### config.mk
export PLATFORM = sky130hd
export DESIGN_NAME = md5_digest_engine_unit_flat
export DESIGN_NICKNAME = d
export VERILOG_FILES = /design/src/md5de_pkg.sv /design/src/md5de_if.sv /design/src/md5de_msgbuf.sv /design/src/md5de_core.sv /design/src/md5_digest_engine_unit.sv /design/src/flat_wrapper.sv
export SDC_FILE = /design/constraint.sdc
export NUM_CORES = 2
export LEC_CHECK = 0
export BUFFER_PORTS_ARGS = -buffer_cell sky130_fd_sc_hd__buf_2
export CORE_MARGIN = 5
export CORE_UTILIZATION = 30
export CTS_BUF_LIST = sky130_fd_sc_hd__clkbuf_8
export DETAILED_ROUTE_END_ITERATION = 10
export PLACE_DENSITY_LB_ADDON = 0.2
export SETUP_SLACK_MARGIN = 0.2
export SYNTH_ARGS = -nofsm -noshare
export SYNTH_HDL_FRONTEND = slang
export SYNTH_HIERARCHICAL = 1
export SYNTH_SLANG_ARGS = --single-unit
### constraint.sdc
create_clock -name clk -period 17 [get_ports clk]
set_input_delay 0.85 -clock clk [delete_from_list [all_inputs] [get_ports clk]]
set_output_delay 0.85 -clock clk [all_outputs]
set_load 0.01 [all_outputs]
### src/md5de_pkg.sv
package md5de_pkg;

    localparam logic [31:0] INIT_A   = 32'h67452301;
    localparam logic [31:0] INIT_B   = 32'hefcdab89;
    localparam logic [31:0] INIT_C   = 32'h98badcfe;
    localparam logic [31:0] INIT_D   = 32'h10325476;
    localparam logic [31:0] PAD_BYTE = 32'h0000_0080;
    localparam logic [5:0]  STEP_LAST = 6'h3f;
    localparam logic [3:0]  IDX_LEN_LO = 4'd14;
    localparam logic [3:0]  IDX_LEN_HI = 4'd15;
    localparam logic [2:0]  FULL_BYTES = 3'd4;

    typedef enum logic [2:0] {
        ST_IDLE,
        ST_PAD,
        ST_RUN,
        ST_FOLD,
        ST_DONE
    } md5de_state_t;

    typedef struct packed {
        logic       init;
        logic       load;
        logic       step;
        logic       fold;
        logic [5:0] idx;
    } md5de_core_ctrl_t;

    function automatic logic [31:0] step_const(input logic [5:0] idx);
        logic [31:0] k;
        case (idx)
            6'd0:  k = 32'hd76aa478;
            6'd1:  k = 32'he8c7b756;
            6'd2:  k = 32'h242070db;
            6'd3:  k = 32'hc1bdceee;
            6'd4:  k = 32'hf57c0faf;
            6'd5:  k = 32'h4787c62a;
            6'd6:  k = 32'ha8304613;
            6'd7:  k = 32'hfd469501;
            6'd8:  k = 32'h698098d8;
            6'd9:  k = 32'h8b44f7af;
            6'd10: k = 32'hffff5bb1;
            6'd11: k = 32'h895cd7be;
            6'd12: k = 32'h6b901122;
            6'd13: k = 32'hfd987193;
            6'd14: k = 32'ha679438e;
            6'd15: k = 32'h49b40821;
            6'd16: k = 32'hf61e2562;
            6'd17: k = 32'hc040b340;
            6'd18: k = 32'h265e5a51;
            6'd19: k = 32'he9b6c7aa;
            6'd20: k = 32'hd62f105d;
            6'd21: k = 32'h02441453;
            6'd22: k = 32'hd8a1e681;
            6'd23: k = 32'he7d3fbc8;
            6'd24: k = 32'h21e1cde6;
            6'd25: k = 32'hc33707d6;
            6'd26: k = 32'hf4d50d87;
            6'd27: k = 32'h455a14ed;
            6'd28: k = 32'ha9e3e905;
            6'd29: k = 32'hfcefa3f8;
            6'd30: k = 32'h676f02d9;
            6'd31: k = 32'h8d2a4c8a;
            6'd32: k = 32'hfffa3942;
            6'd33: k = 32'h8771f681;
            6'd34: k = 32'h6d9d6122;
            6'd35: k = 32'hfde5380c;
            6'd36: k = 32'ha4beea44;
            6'd37: k = 32'h4bdecfa9;
            6'd38: k = 32'hf6bb4b60;
            6'd39: k = 32'hbebfbc70;
            6'd40: k = 32'h289b7ec6;
            6'd41: k = 32'heaa127fa;
            6'd42: k = 32'hd4ef3085;
            6'd43: k = 32'h04881d05;
            6'd44: k = 32'hd9d4d039;
            6'd45: k = 32'he6db99e5;
            6'd46: k = 32'h1fa27cf8;
            6'd47: k = 32'hc4ac5665;
            6'd48: k = 32'hf4292244;
            6'd49: k = 32'h432aff97;
            6'd50: k = 32'hab9423a7;
            6'd51: k = 32'hfc93a039;
            6'd52: k = 32'h655b59c3;
            6'd53: k = 32'h8f0ccc92;
            6'd54: k = 32'hffeff47d;
            6'd55: k = 32'h85845dd1;
            6'd56: k = 32'h6fa87e4f;
            6'd57: k = 32'hfe2ce6e0;
            6'd58: k = 32'ha3014314;
            6'd59: k = 32'h4e0811a1;
            6'd60: k = 32'hf7537e82;
            6'd61: k = 32'hbd3af235;
            6'd62: k = 32'h2ad7d2bb;
            6'd63: k = 32'heb86d391;
            default: k = 32'h0;
        endcase
        return k;
    endfunction

    function automatic logic [4:0] rot_amount(input logic [5:0] idx);
        logic [4:0] s;
        case ({idx[5:4], idx[1:0]})
            4'd0:  s = 5'd7;
            4'd1:  s = 5'd12;
            4'd2:  s = 5'd17;
            4'd3:  s = 5'd22;
            4'd4:  s = 5'd5;
            4'd5:  s = 5'd9;
            4'd6:  s = 5'd14;
            4'd7:  s = 5'd20;
            4'd8:  s = 5'd4;
            4'd9:  s = 5'd11;
            4'd10: s = 5'd16;
            4'd11: s = 5'd23;
            4'd12: s = 5'd6;
            4'd13: s = 5'd10;
            4'd14: s = 5'd15;
            4'd15: s = 5'd21;
            default: s = 5'd0;
        endcase
        return s;
    endfunction

    // message word used by a given step
    function automatic logic [3:0] msg_index(input logic [5:0] idx);
        logic [3:0] j;
        logic [3:0] g;
        j = idx[3:0];
        case (idx[5:4])
            2'd0:    g = j;
            2'd1:    g = 4'(j * 4'd5 + 4'd1);
            2'd2:    g = 4'(j * 4'd3 + 4'd5);
            2'd3:    g = 4'(j * 4'd7);
            default: g = j;
        endcase
        return g;
    endfunction

    function automatic logic [31:0] mix_func(input logic [1:0] round,
                                             input logic [31:0] b,
                                             input logic [31:0] c,
                                             input logic [31:0] d);
        logic [31:0] f;
        case (round)
            2'd0:    f = (b & c) | (~b & d);
            2'd1:    f = (d & b) | (~d & c);
            2'd2:    f = b ^ c ^ d;
            2'd3:    f = c ^ (b | ~d);
            default: f = b ^ c ^ d;
        endcase
        return f;
    endfunction

endpackage

### src/md5de_if.sv
interface md5de_msg_if;
    logic        valid;
    logic        ready;
    logic [31:0] msg_word;
    logic        last;
    logic [2:0]  last_bytes;

    modport source (output valid, output msg_word, output last, output last_bytes,
                    input ready);
    modport sink (input valid, input msg_word, input last, input last_bytes,
                  output ready);
endinterface

interface md5de_dig_if;
    logic        valid;
    logic        ready;
    logic [31:0] digest_a;
    logic [31:0] digest_b;
    logic [31:0] digest_c;
    logic [31:0] digest_d;

    modport source (output valid, output digest_a, output digest_b, output digest_c,
                    output digest_d, input ready);
    modport sink (input valid, input digest_a, input digest_b, input digest_c,
                  input digest_d, output ready);
endinterface

### src/md5de_msgbuf.sv
module md5de_msgbuf
    import md5de_pkg::*;
(
    input  logic        clk,
    input  logic        wr_en,
    input  logic [3:0]  wr_idx,
    input  logic [31:0] wr_data,
    input  logic [3:0]  rd_idx,
    output logic [31:0] rd_data
);

    logic [31:0] words_reg [16];

    always_ff @(posedge clk)
    begin
        if (wr_en)
        begin
            words_reg[wr_idx] <= wr_data;
        end
    end

    assign rd_data = words_reg[rd_idx];

endmodule

### src/md5de_core.sv
module md5de_core
    import md5de_pkg::*;
(
    input  logic             clk,
    input  logic             rst_n,
    input  md5de_core_ctrl_t ctrl,
    input  logic [31:0]      msg,
    output logic [31:0]      chain_a,
    output logic [31:0]      chain_b,
    output logic [31:0]      chain_c,
    output logic [31:0]      chain_d
);

    logic [31:0] chain_a_reg, chain_b_reg, chain_c_reg, chain_d_reg;
    logic [31:0] a_reg, b_reg, c_reg, d_reg;
    logic [31:0] sum;
    logic [63:0] rot_dbl;
    logic [31:0] b_new;

    // one MD5 step per cycle
    always_comb
    begin
        sum = a_reg + mix_func(ctrl.idx[5:4], b_reg, c_reg, d_reg)
              + step_const(ctrl.idx) + msg;
        rot_dbl = {sum, sum} << rot_amount(ctrl.idx);
        b_new = b_reg + rot_dbl[63:32];
    end

    always_ff @(posedge clk or negedge rst_n)
    begin
        if (!rst_n)
        begin
            chain_a_reg <= INIT_A;
            chain_b_reg <= INIT_B;
            chain_c_reg <= INIT_C;
            chain_d_reg <= INIT_D;
        end
        else if (ctrl.init)
        begin
            chain_a_reg <= INIT_A;
            chain_b_reg <= INIT_B;
            chain_c_reg <= INIT_C;
            chain_d_reg <= INIT_D;
        end
        else if (ctrl.fold)
        begin
            chain_a_reg <= chain_a_reg + a_reg;
            chain_b_reg <= chain_b_reg + b_reg;
            chain_c_reg <= chain_c_reg + c_reg;
            chain_d_reg <= chain_d_reg + d_reg;
        end
    end

    always_ff @(posedge clk)
    begin
        if (ctrl.load)
        begin
            a_reg <= chain_a_reg;
            b_reg <= chain_b_reg;
            c_reg <= chain_c_reg;
            d_reg <= chain_d_reg;
        end
        else if (ctrl.step)
        begin
            a_reg <= d_reg;
            d_reg <= c_reg;
            c_reg <= b_reg;
            b_reg <= b_new;
        end
    end

    assign chain_a = chain_a_reg;
    assign chain_b = chain_b_reg;
    assign chain_c = chain_c_reg;
    assign chain_d = chain_d_reg;

endmodule

### src/md5_digest_engine_unit.sv
// MD5 digest engine.
// msg_in carries the message as 32-bit little-endian words, first byte in bits 7:0.
// The word with last set ends the message; last_bytes gives its valid bytes (0..4,
// larger values count as 4). digest_out carries one transfer per message: the four
// chaining words A..D of the final MD5 state.
// Every 16th word starts a compression on the single shared step unit: 64 MD5
// steps, then a fold of the result into the chaining value.
// After the last word the padding words are written one per cycle, pausing while a
// full block compresses; one or two compressions follow the last word.
// msg_in.ready is low while padding, compressing, folding or waiting to hand over
// the digest.
// If digest_out stalls, the digest waits in an output register and the next message
// is already taken; only a second digest waits for the first transfer to finish.
// Reset loads the MD5 initial values and clears the word and bit counters; the
// block buffer holds no reset value and every entry is written before it is read.
module md5_digest_engine_unit
    import md5de_pkg::*;
(
    input  logic                clk,
    input  logic                rst_n,
    md5de_msg_if.sink           msg_in,
    md5de_dig_if.source         digest_out
);

    md5de_state_t      state_reg, state_next;
    logic [3:0]        word_idx_reg, word_idx_next;
    logic [5:0]        step_reg, step_next;
    logic [63:0]       bit_count_reg, bit_count_next;
    logic              pad_reg, pad_next;
    logic              extra_reg, extra_next;
    logic              lo_done_reg, lo_done_next;
    logic              final_reg, final_next;
    logic              out_valid_reg, out_valid_next;
    logic [31:0]       dig_a_reg, dig_b_reg, dig_c_reg, dig_d_reg;

    logic              push_en;
    logic [31:0]       push_data;
    logic              dig_load;
    logic [2:0]        n_sat;
    logic [31:0]       keep_mask;
    logic [31:0]       pad_word;
    md5de_core_ctrl_t  core_ctrl;
    logic [31:0]       rd_data;
    logic [31:0]       chain_a, chain_b, chain_c, chain_d;

    md5de_msgbuf u_msgbuf (
        .clk     (clk),
        .wr_en   (push_en),
        .wr_idx  (word_idx_reg),
        .wr_data (push_data),
        .rd_idx  (msg_index(step_reg)),
        .rd_data (rd_data)
    );

    md5de_core u_core (
        .clk     (clk),
        .rst_n   (rst_n),
        .ctrl    (core_ctrl),
        .msg     (rd_data),
        .chain_a (chain_a),
        .chain_b (chain_b),
        .chain_c (chain_c),
        .chain_d (chain_d)
    );

    // mask off the bytes past the end and drop the pad marker right after them
    always_comb
    begin
        n_sat = (msg_in.last_bytes > FULL_BYTES) ? FULL_BYTES : msg_in.last_bytes;
        case (n_sat[1:0])
            2'd0:    begin keep_mask = 32'h0000_0000; pad_word = PAD_BYTE;       end
            2'd1:    begin keep_mask = 32'h0000_00ff; pad_word = PAD_BYTE << 8;  end
            2'd2:    begin keep_mask = 32'h0000_ffff; pad_word = PAD_BYTE << 16; end
            2'd3:    begin keep_mask = 32'h00ff_ffff; pad_word = PAD_BYTE << 24; end
            default: begin keep_mask = 32'h0000_0000; pad_word = PAD_BYTE;       end
        endcase
    end

    always_comb
    begin
        state_next     = state_reg;
        word_idx_next  = word_idx_reg;
        step_next      = step_reg;
        bit_count_next = bit_count_reg;
        pad_next       = pad_reg;
        extra_next     = extra_reg;
        lo_done_next   = lo_done_reg;
        final_next     = final_reg;
        push_en        = 1'b0;
        push_data      = 32'h0;
        dig_load       = 1'b0;
        core_ctrl      = '0;
        core_ctrl.idx  = step_reg;

        case (state_reg)
            ST_IDLE:
            begin
                if (msg_in.valid)
                begin
                    push_en = 1'b1;
                    if (!msg_in.last)
                    begin
                        push_data      = msg_in.msg_word;
                        bit_count_next = bit_count_reg + 64'd32;
                    end
                    else
                    begin
                        bit_count_next = bit_count_reg + {58'd0, n_sat, 3'd0};
                        pad_next       = 1'b1;
                        state_next     = ST_PAD;
                        if (n_sat == FULL_BYTES)
                        begin
                            push_data  = msg_in.msg_word;
                            extra_next = 1'b1;
                        end
                        else
                        begin
                            push_data = (msg_in.msg_word & keep_mask) | pad_word;
                        end
                    end
                end
            end
            ST_PAD:
            begin
                push_en = 1'b1;
                if (extra_reg)
                begin
                    push_data  = PAD_BYTE;
                    extra_next = 1'b0;
                end
                else if (word_idx_reg == IDX_LEN_LO)
                begin
                    push_data    = bit_count_reg[31:0];
                    lo_done_next = 1'b1;
                end
                else if (word_idx_reg == IDX_LEN_HI && lo_done_reg)
                begin
                    push_data  = bit_count_reg[63:32];
                    final_next = 1'b1;
                end
            end
            ST_RUN:
            begin
                core_ctrl.step = 1'b1;
                step_next      = step_reg + 6'd1;
                if (step_reg == STEP_LAST)
                begin
                    state_next = ST_FOLD;
                end
            end
            ST_FOLD:
            begin
                core_ctrl.fold = 1'b1;
                if (final_reg)
                begin
                    state_next = ST_DONE;
                end
                else if (pad_reg)
                begin
                    state_next = ST_PAD;
                end
                else
                begin
                    state_next = ST_IDLE;
                end
            end
            ST_DONE:
            begin
                // hold until the output register is free
                if (!out_valid_reg || digest_out.ready)
                begin
                    dig_load       = 1'b1;
                    core_ctrl.init = 1'b1;
                    bit_count_next = 64'd0;
                    pad_next       = 1'b0;
                    extra_next     = 1'b0;
                    lo_done_next   = 1'b0;
                    final_next     = 1'b0;
                    state_next     = ST_IDLE;
                end
            end
            default:
            begin
                state_next = ST_IDLE;
            end
        endcase

        // a full buffer starts a compression
        if (push_en)
        begin
            word_idx_next = word_idx_reg + 4'd1;
            if (word_idx_reg == IDX_LEN_HI)
            begin
                core_ctrl.load = 1'b1;
                step_next      = 6'd0;
                state_next     = ST_RUN;
            end
        end
    end

    always_comb
    begin
        out_valid_next = out_valid_reg;
        if (digest_out.ready)
        begin
            out_valid_next = 1'b0;
        end
        if (dig_load)
        begin
            out_valid_next = 1'b1;
        end
    end

    always_ff @(posedge clk or negedge rst_n)
    begin
        if (!rst_n)
        begin
            state_reg     <= ST_IDLE;
            word_idx_reg  <= 4'd0;
            step_reg      <= 6'd0;
            bit_count_reg <= 64'd0;
            pad_reg       <= 1'b0;
            extra_reg     <= 1'b0;
            lo_done_reg   <= 1'b0;
            final_reg     <= 1'b0;
            out_valid_reg <= 1'b0;
        end
        else
        begin
            state_reg     <= state_next;
            word_idx_reg  <= word_idx_next;
            step_reg      <= step_next;
            bit_count_reg <= bit_count_next;
            pad_reg       <= pad_next;
            extra_reg     <= extra_next;
            lo_done_reg   <= lo_done_next;
            final_reg     <= final_next;
            out_valid_reg <= out_valid_next;
        end
    end

    always_ff @(posedge clk)
    begin
        if (dig_load)
        begin
            dig_a_reg <= chain_a;
            dig_b_reg <= chain_b;
            dig_c_reg <= chain_c;
            dig_d_reg <= chain_d;
        end
    end

    assign msg_in.ready        = (state_reg == ST_IDLE);
    assign digest_out.valid    = out_valid_reg;
    assign digest_out.digest_a = dig_a_reg;
    assign digest_out.digest_b = dig_b_reg;
    assign digest_out.digest_c = dig_c_reg;
    assign digest_out.digest_d = dig_d_reg;

`ifndef SYNTH
    a_wrap_starts_run: assert property (@(posedge clk) disable iff (!rst_n)
        push_en && word_idx_reg == IDX_LEN_HI |=> state_reg == ST_RUN && step_reg == 6'd0)
        else $error("full block did not start a compression");

    a_fold_after_last_step: assert property (@(posedge clk) disable iff (!rst_n)
        state_reg == ST_RUN && step_reg == STEP_LAST |=> state_reg == ST_FOLD)
        else $error("compression did not end after the last step");

    a_done_block_aligned: assert property (@(posedge clk) disable iff (!rst_n)
        state_reg == ST_DONE |-> word_idx_reg == 4'd0 && lo_done_reg && !extra_reg)
        else $error("digest finished without a complete padded block");

    a_digest_only_from_done: assert property (@(posedge clk) disable iff (!rst_n)
        dig_load |-> state_reg == ST_DONE && final_reg)
        else $error("digest captured outside the final block");
`endif

endmodule
### src/flat_wrapper.sv
// flat-port wrapper written by rule: the top's interface ports become plain ports
module md5_digest_engine_unit_flat import md5de_pkg::*;
  (clk, rst_n, msg_in_valid, msg_in_msg_word, msg_in_last, msg_in_last_bytes, msg_in_ready, digest_out_valid, digest_out_digest_a, digest_out_digest_b, digest_out_digest_c, digest_out_digest_d, digest_out_ready);
  md5de_msg_if msg_in_i ();
  md5de_dig_if digest_out_i ();
  input  logic clk;
  input  logic rst_n;
  input wire logic [$bits(msg_in_i.valid)-1:0] msg_in_valid;
  input wire logic [$bits(msg_in_i.msg_word)-1:0] msg_in_msg_word;
  input wire logic [$bits(msg_in_i.last)-1:0] msg_in_last;
  input wire logic [$bits(msg_in_i.last_bytes)-1:0] msg_in_last_bytes;
  output wire logic [$bits(msg_in_i.ready)-1:0] msg_in_ready;
  output wire logic [$bits(digest_out_i.valid)-1:0] digest_out_valid;
  output wire logic [$bits(digest_out_i.digest_a)-1:0] digest_out_digest_a;
  output wire logic [$bits(digest_out_i.digest_b)-1:0] digest_out_digest_b;
  output wire logic [$bits(digest_out_i.digest_c)-1:0] digest_out_digest_c;
  output wire logic [$bits(digest_out_i.digest_d)-1:0] digest_out_digest_d;
  input wire logic [$bits(digest_out_i.ready)-1:0] digest_out_ready;
  assign msg_in_i.valid = msg_in_valid;
  assign msg_in_i.msg_word = msg_in_msg_word;
  assign msg_in_i.last = msg_in_last;
  assign msg_in_i.last_bytes = msg_in_last_bytes;
  assign msg_in_ready = msg_in_i.ready;
  assign digest_out_valid = digest_out_i.valid;
  assign digest_out_digest_a = digest_out_i.digest_a;
  assign digest_out_digest_b = digest_out_i.digest_b;
  assign digest_out_digest_c = digest_out_i.digest_c;
  assign digest_out_digest_d = digest_out_i.digest_d;
  assign digest_out_i.ready = digest_out_ready;
  md5_digest_engine_unit u_core (.clk(clk), .rst_n(rst_n), .msg_in(msg_in_i), .digest_out(digest_out_i));
endmodule
---- After elaboration in Yosys (flattened, before gate mapping) ----
Memories as Yosys holds them, arrays and structs flattened.
Cells that the tools add are included.
word-level totals
  bits in read-only memories .............. 2128
  flip-flop bits (word level) ............. 466
  memories ................................ 3
  output and inout bits ................... 130
  memory bits (writable) .................. 512
  input bits .............................. 40
cells by class
  magnitude comparators ................... 1
  reductions and logical operators ........ 17
  eq/ne operators ......................... 22
  multiplexer cells ....................... 71
  $add $sub $neg .......................... 14
  bitwise logic cells ..................... 14
  $mul .................................... 3
  shifts and indexed selects .............. 1
memories
  name                       depth  bits a word  read ports  clocked after Yosys merged registers in  wr ports  RTL line            text
  (name not given)           64     32           1           0                                        0         md5de_pkg.sv:31     case (idx)
  u_core.u_msgbuf.words_reg  16     32           1           0                                        1         md5de_msgbuf.sv:12  logic [31:0] words_reg [16];
  (name not given)           16     5            1           0                                        0         md5de_pkg.sv:103    case ({idx[5:4], idx[1:0]})
operators by type and width
  operator                                                             count
  32-bit 2-to-1 mux                                                    22
  32-bit case mux with 4 select lines                                  3
  32-bit adder                                                         8
  64-bit 2-to-1 mux                                                    3
  32-bit bitwise AND                                                   5
  32-bit bitwise OR                                                    4
  64-bit case mux with 2 select lines                                  1
  32-bit XOR                                                           3
  64-bit by 6-bit adder with 64-bit output                             1
  64-bit by 6-bit adder with 64-bit output (second input constant)     1
  32-bit inverter                                                      2
  32-bit case mux with 2 select lines                                  1
  64-bit by 5-bit left shift with 64-bit output                        1
  3-bit 2-to-1 mux                                                     8
  1-bit 2-to-1 mux                                                     23
  6-bit 2-to-1 mux                                                     3
  4-bit case mux with 4 select lines                                   1
  3-bit case mux with 5 select lines                                   1
  5-bit AND reduction                                                  2
  2-bit nonzero test                                                   5
  4-bit by 1-bit adder with 4-bit output (second input constant)       2
  2-bit == test (second input constant)                                4
  4-bit == test (second input constant)                                2
  4-bit by 3-bit multiplier with 4-bit output (second input constant)  2
  21 further kinds                                                     35

---- Depth between registers and ports, before layout ----
  depth in word-level cells ............... 11
  mapped depth ............................ 43
  depth with buffers taken out ............ 40

---- Hierarchy ----
Netlist, hierarchy kept.
by module, submodules not included
  module                  area each (µm²)  instances  cells each  seq. area each (µm²)
  md5de_core              28651.2          1          3540        7126.8
  md5de_msgbuf            19213.4          1          806         15374.7
  md5_digest_engine_unit  9215.1           1          750         5820.6

---- Worst setup path before layout ----
No wires, ideal clock.
  path kind ............................... reg2reg
  start ................................... register u_core.step_reg[1]
  end ..................................... register u_core.u_core.b_reg[31], data pin
  library setup time ...................... 261 ps
  path buffers ............................ 2
  stages on the path, launching flop included .. 42
  required time ........................... 16739 ps
  path slack .............................. 7220 ps
  data arrival time ....................... 9519 ps
  clock period less this slack ............ 9780 ps
  cells stage by stage .................... dfrtp_1 > inv_1 > fa_1 > inv_1 > ha_1 > xnor2_1 > xnor2_1 > nand2_1 > o211ai_1 > o21ai_0 > nor2b_1 > clkbuf_1 > clkbuf_1 > a22oi_1 > nand2_1 > inv_1 > fa_1 > fa_1 > [... 6 more ...] > a31oi_4 > o31ai_4 > o21ai_2 > xor2_1 > mux4_2 > a211oi_1 > o31ai_1 > ha_1 > a211oi_1 > o21ai_1 > a41o_1 > o311ai_1 > o21ai_1 > o311ai_2 > a211oi_1 > a211o_1 > or2_2 > o311a_1
on the way
  longest elaborated chain between the ends .. 9
RTL lines
  element                                                                                                     RTL line                            text
  start, declared                                                                                             md5_digest_engine_unit.sv:27        logic [5:0] step_reg, step_next;
  start signal, assigned                                                                                      md5_digest_engine_unit.sv:232       step_reg <= step_next;
  4-bit by 2-bit multiplier with 4-bit output or 4-bit by 3-bit multiplier with 4-bit output (tied branches)  md5de_pkg.sv:133, md5de_pkg.sv:132
  4-bit by 3-bit adder with 4-bit output or 4-bit by 1-bit adder with 4-bit output (tied branches)            md5de_pkg.sv:133, md5de_pkg.sv:132
  4-bit case mux with 4 select lines (*)                                                                      md5de_pkg.sv:130                    case (idx[5:4])
  memory 16 x 32 bit (*)                                                                                      n/a
  via u_core.rd_data[1]                                                                                       md5_digest_engine_unit.sv:43        logic [31:0] rd_data;
  32-bit adder (*)                                                                                            md5de_core.sv:24                    + step_const(ctrl.idx) + msg;
  64-bit by 5-bit left shift with 64-bit output (*)                                                           md5de_core.sv:25                    rot_dbl = {sum, sum} << rot_amount(ctrl.idx);
  32-bit adder (*)                                                                                            md5de_core.sv:26                    b_new = b_reg + rot_dbl[63:32];
  32-bit 2-to-1 mux (*)                                                                                       md5de_core.sv:63                    else if (ctrl.step)
  32-bit 2-to-1 mux (*)                                                                                       md5de_core.sv:56                    if (ctrl.load)
  end signal, assigned                                                                                        md5de_core.sv:59                    b_reg <= chain_b_reg;
  end signal, assigned                                                                                        md5de_core.sv:68                    b_reg <= b_new;
  end, declared                                                                                               md5de_core.sv:15                    logic [31:0] a_reg, b_reg, c_reg, d_reg;
Mark *: on every way through the listed nets, which the timed path passes. The rest lies on a longest branch. The select of a mux whose other input is x is not followed.
A chain may end at the register's enable or synchronous reset.

---- Worst setup path in the final report ----
Ends and elaborated chain as after synthesis.

==> flow_summary.toml <==
[sta]
max_slew_margin = 0.0754
tightest_slew_ps = 1350
rsz0062_at_grt = "no"
setup_viol = 0
post-route-period-util = 0.690
fmax_mhz = 85.3
report.final.hold_viol_count = 0
min_period_ps = 11730
skew_ps = 43.8
finalMaxSlewViolations = 0
finalSetupTns_ps = 0

[global_routing]
grt_max_degree = 129
antenna_found_initial = 2
overflow = 0
grt_use_total = 0.198
grt_pass1_vias = 42428
grt_pass1_wl_um = 294000

[finish]
largest_register_ffs = 512
nNetsFinal = 5589
synthToLayoutAreaGrowth_pct = 12.3
drive_gt1_frac = 0.163

[yosys]
synth_common_cells = "edfxtp_1 (768), a21oi_1 (486), nand2_1 (414), nor2_1 (361), o21ai_0 (307)"
synthArstFlopShare = 0.212
yosys-top-cells-area = "edfxtp_1 (40%), dfrtp_1 (6.3%), mux4_2 (5.4%), ha_1 (4.8%), a21oi_1 (4.3%)"
ys_ff_latch = 975
synth_top_family_by_area = "compound AO/OA/AOI/OAI gates"
syn-cell-area_mm2 = 0.0571
synth_fa_ha_area_frac = 0.0730
avgSynthCellArea_um2 = 11.2
synthCells = 5096
synth_compound_area_frac = 0.172
synthMuxAreaShare = 0.0858
ys_seq_area_frac = 0.496
ys.flop_type = "edfxtp_1"
synth_simple_gate_area_share = 0.112
syn-num-nets = 5427
synth_top_area_cell = "edfxtp_1"
yosysWarningCount = 6
synth-edff-count = 768
synth_cell_types = 110
yosys.cell_count.top_type = "edfxtp_1"
yosys.area.top_type_share = 0.404
yosys.area_share.xor_xnor = 0.0256

[critical_path]
cp_top_family = "compound AO/OA/AOI/OAI gates"
reg2reg_depth = 40
slowest_delay_ps = 840
cp-start-kind = "flop"
crit_type = "reg -> reg"
worst-path-buf-inv = 5
cp.required_ps = 17660
crit_path_max_fanout = 32
r2r-start = "u_core/step_reg[1]"
r2r_slack_ps = 5270
cp.arrival_ps = 12380
crit_slowest_cell = "and2_2"
r2r_end = "u_core/u_core/b_reg[31]"
cp-end-kind = "flop"

[drt]
viasPerCell = 5.52
firstDrtPassIters = 7
postRouteAntennaNets = 0
drt_wl_total_um = 202000
wl_per_cell_um = 25.6
drc_errors = 0
drt-initial-drc-count = 3945
vias = 43676

[floorplan]
ios = 170
fp.coreArea_mm2 = 0.190
die_area_mm2 = 0.199
start_util = 0.301
rows = 160
die_x_um = 446
chipHeight_um = 446

[clock_tree]
clk_latency_ps = 900
cts_made_buffers = 169
clockBufferDepth = 3
cts_hold_buf = 1
cts_resized = 0
cts_root_buf = "clkbuf_8"
cts_setup_buffers = 0
clkTransAtPathRegs_ps = 70
cts_tree = "built"
htree_levels = 4
clock-sinks = 975

[hold_path]
hold_start = "digest_out_ready"
hold_depth = 3
hp-class = "in -> reg"
hold_path_end = "u_core/digest_out.valid"

[job]
drv_cap = 0

[placed_design]
gp_congestion = 0.916
port_buffers = 169
dp_hpwl_um = 143000

[outcome]
status = "completed"
per-stage QoR:
stage	worst slack, ps	util	instances	area [um^2]	hold slack, ps
6_report	5270	0.338	7907	64100	313
5_1_grt	4320	0.338	7907	64100	273
4_1_cts	5230	0.338	7905	64100	189
3_5_place_dp	5270	0.321	7597	60900	483
3_3_place_gp	5410	0.321	7597	60900	464
2_1_floorplan	7220	-	5096	57100	450
cell type report:
type | count | area [um^2]
clock inverter | 117 | 602
timing repair buffer | 261 | 1570
sequential | 975 | 28300
antenna | 2 | 5.00
tap | 2511 | 3140
clock buffer | 190 | 2620
inverter | 225 | 855
multi-input combinational | 3626 | 27000
fill | 19010 | 126000
worst max-delay path by stage:
stage	to	cells past startpoint	slack, ps	startpoint
after floorplan	u_core/u_core/b_reg[31]	41	7220	u_core/step_reg[1]
after global placement	u_core/u_core/b_reg[31]	34	5410	u_core/step_reg[0]
after detailed placement	u_core/u_core/b_reg[31]	35	5270	u_core/step_reg[0]
after CTS	u_core/u_core/b_reg[31]	34	5230	u_core/step_reg[0]
after global routing	u_core/u_core/b_reg[31]	34	4320	u_core/step_reg[0]
final	u_core/u_core/b_reg[31]	40	5270	u_core/step_reg[1]
cell families (layout without fill, tap and decap cells):
logic type / after synthesis / count (layout)
muxes: 306 / 306
DFF: 975 / 975
and+or+nand+nor: 1339 / 1339
AOI/OAI and AO/OA: 1524 / 1524
xor gates and xnor gates: 166 / 166
adders and majority gates: 291 / 291
other: 0 / 2
buffers and inverters: 495 / 793
tightest hold or removal path: cells and delay by family:
| kind | cells | cell delay [ps] |
|---|---|---|
| and+or+nand+nor | 2 | 220 |
| buffers and inverters | 1 | 80 |
routing by layer:
layer | vias up | GRT usage | wire (um)
met5 | - | 0 | 0
met4 | 0 | 0.0675 | 6770
met3 | 312 | 0.0265 | 9600
met2 | 1394 | 0.330 | 96600
met1 | 22115 | 0.266 | 89200
li1 | 19855 | - | -
cells in the final DEF, fill, tap and decap left out, types with 80 or more instances in the layout:
master    instances
edfxtp_1        768
nor2_1          347
inv_1           282
xor2_1           84
a21o_1           80
buf_2           168
ha_1            221
a21oi_1         486
nor3_1           95
clkbuf_8        190
o21ai_0         301
dfrtp_1         139
nand3_1         108
nand2_1         414
a22oi_1          90
mux4_2          136
mux2_2          106
buf_4            89
Power is left out: the tool's default activity adds up to more than one toggle a clock period on the data nets, which glitch-free logic cannot reach.
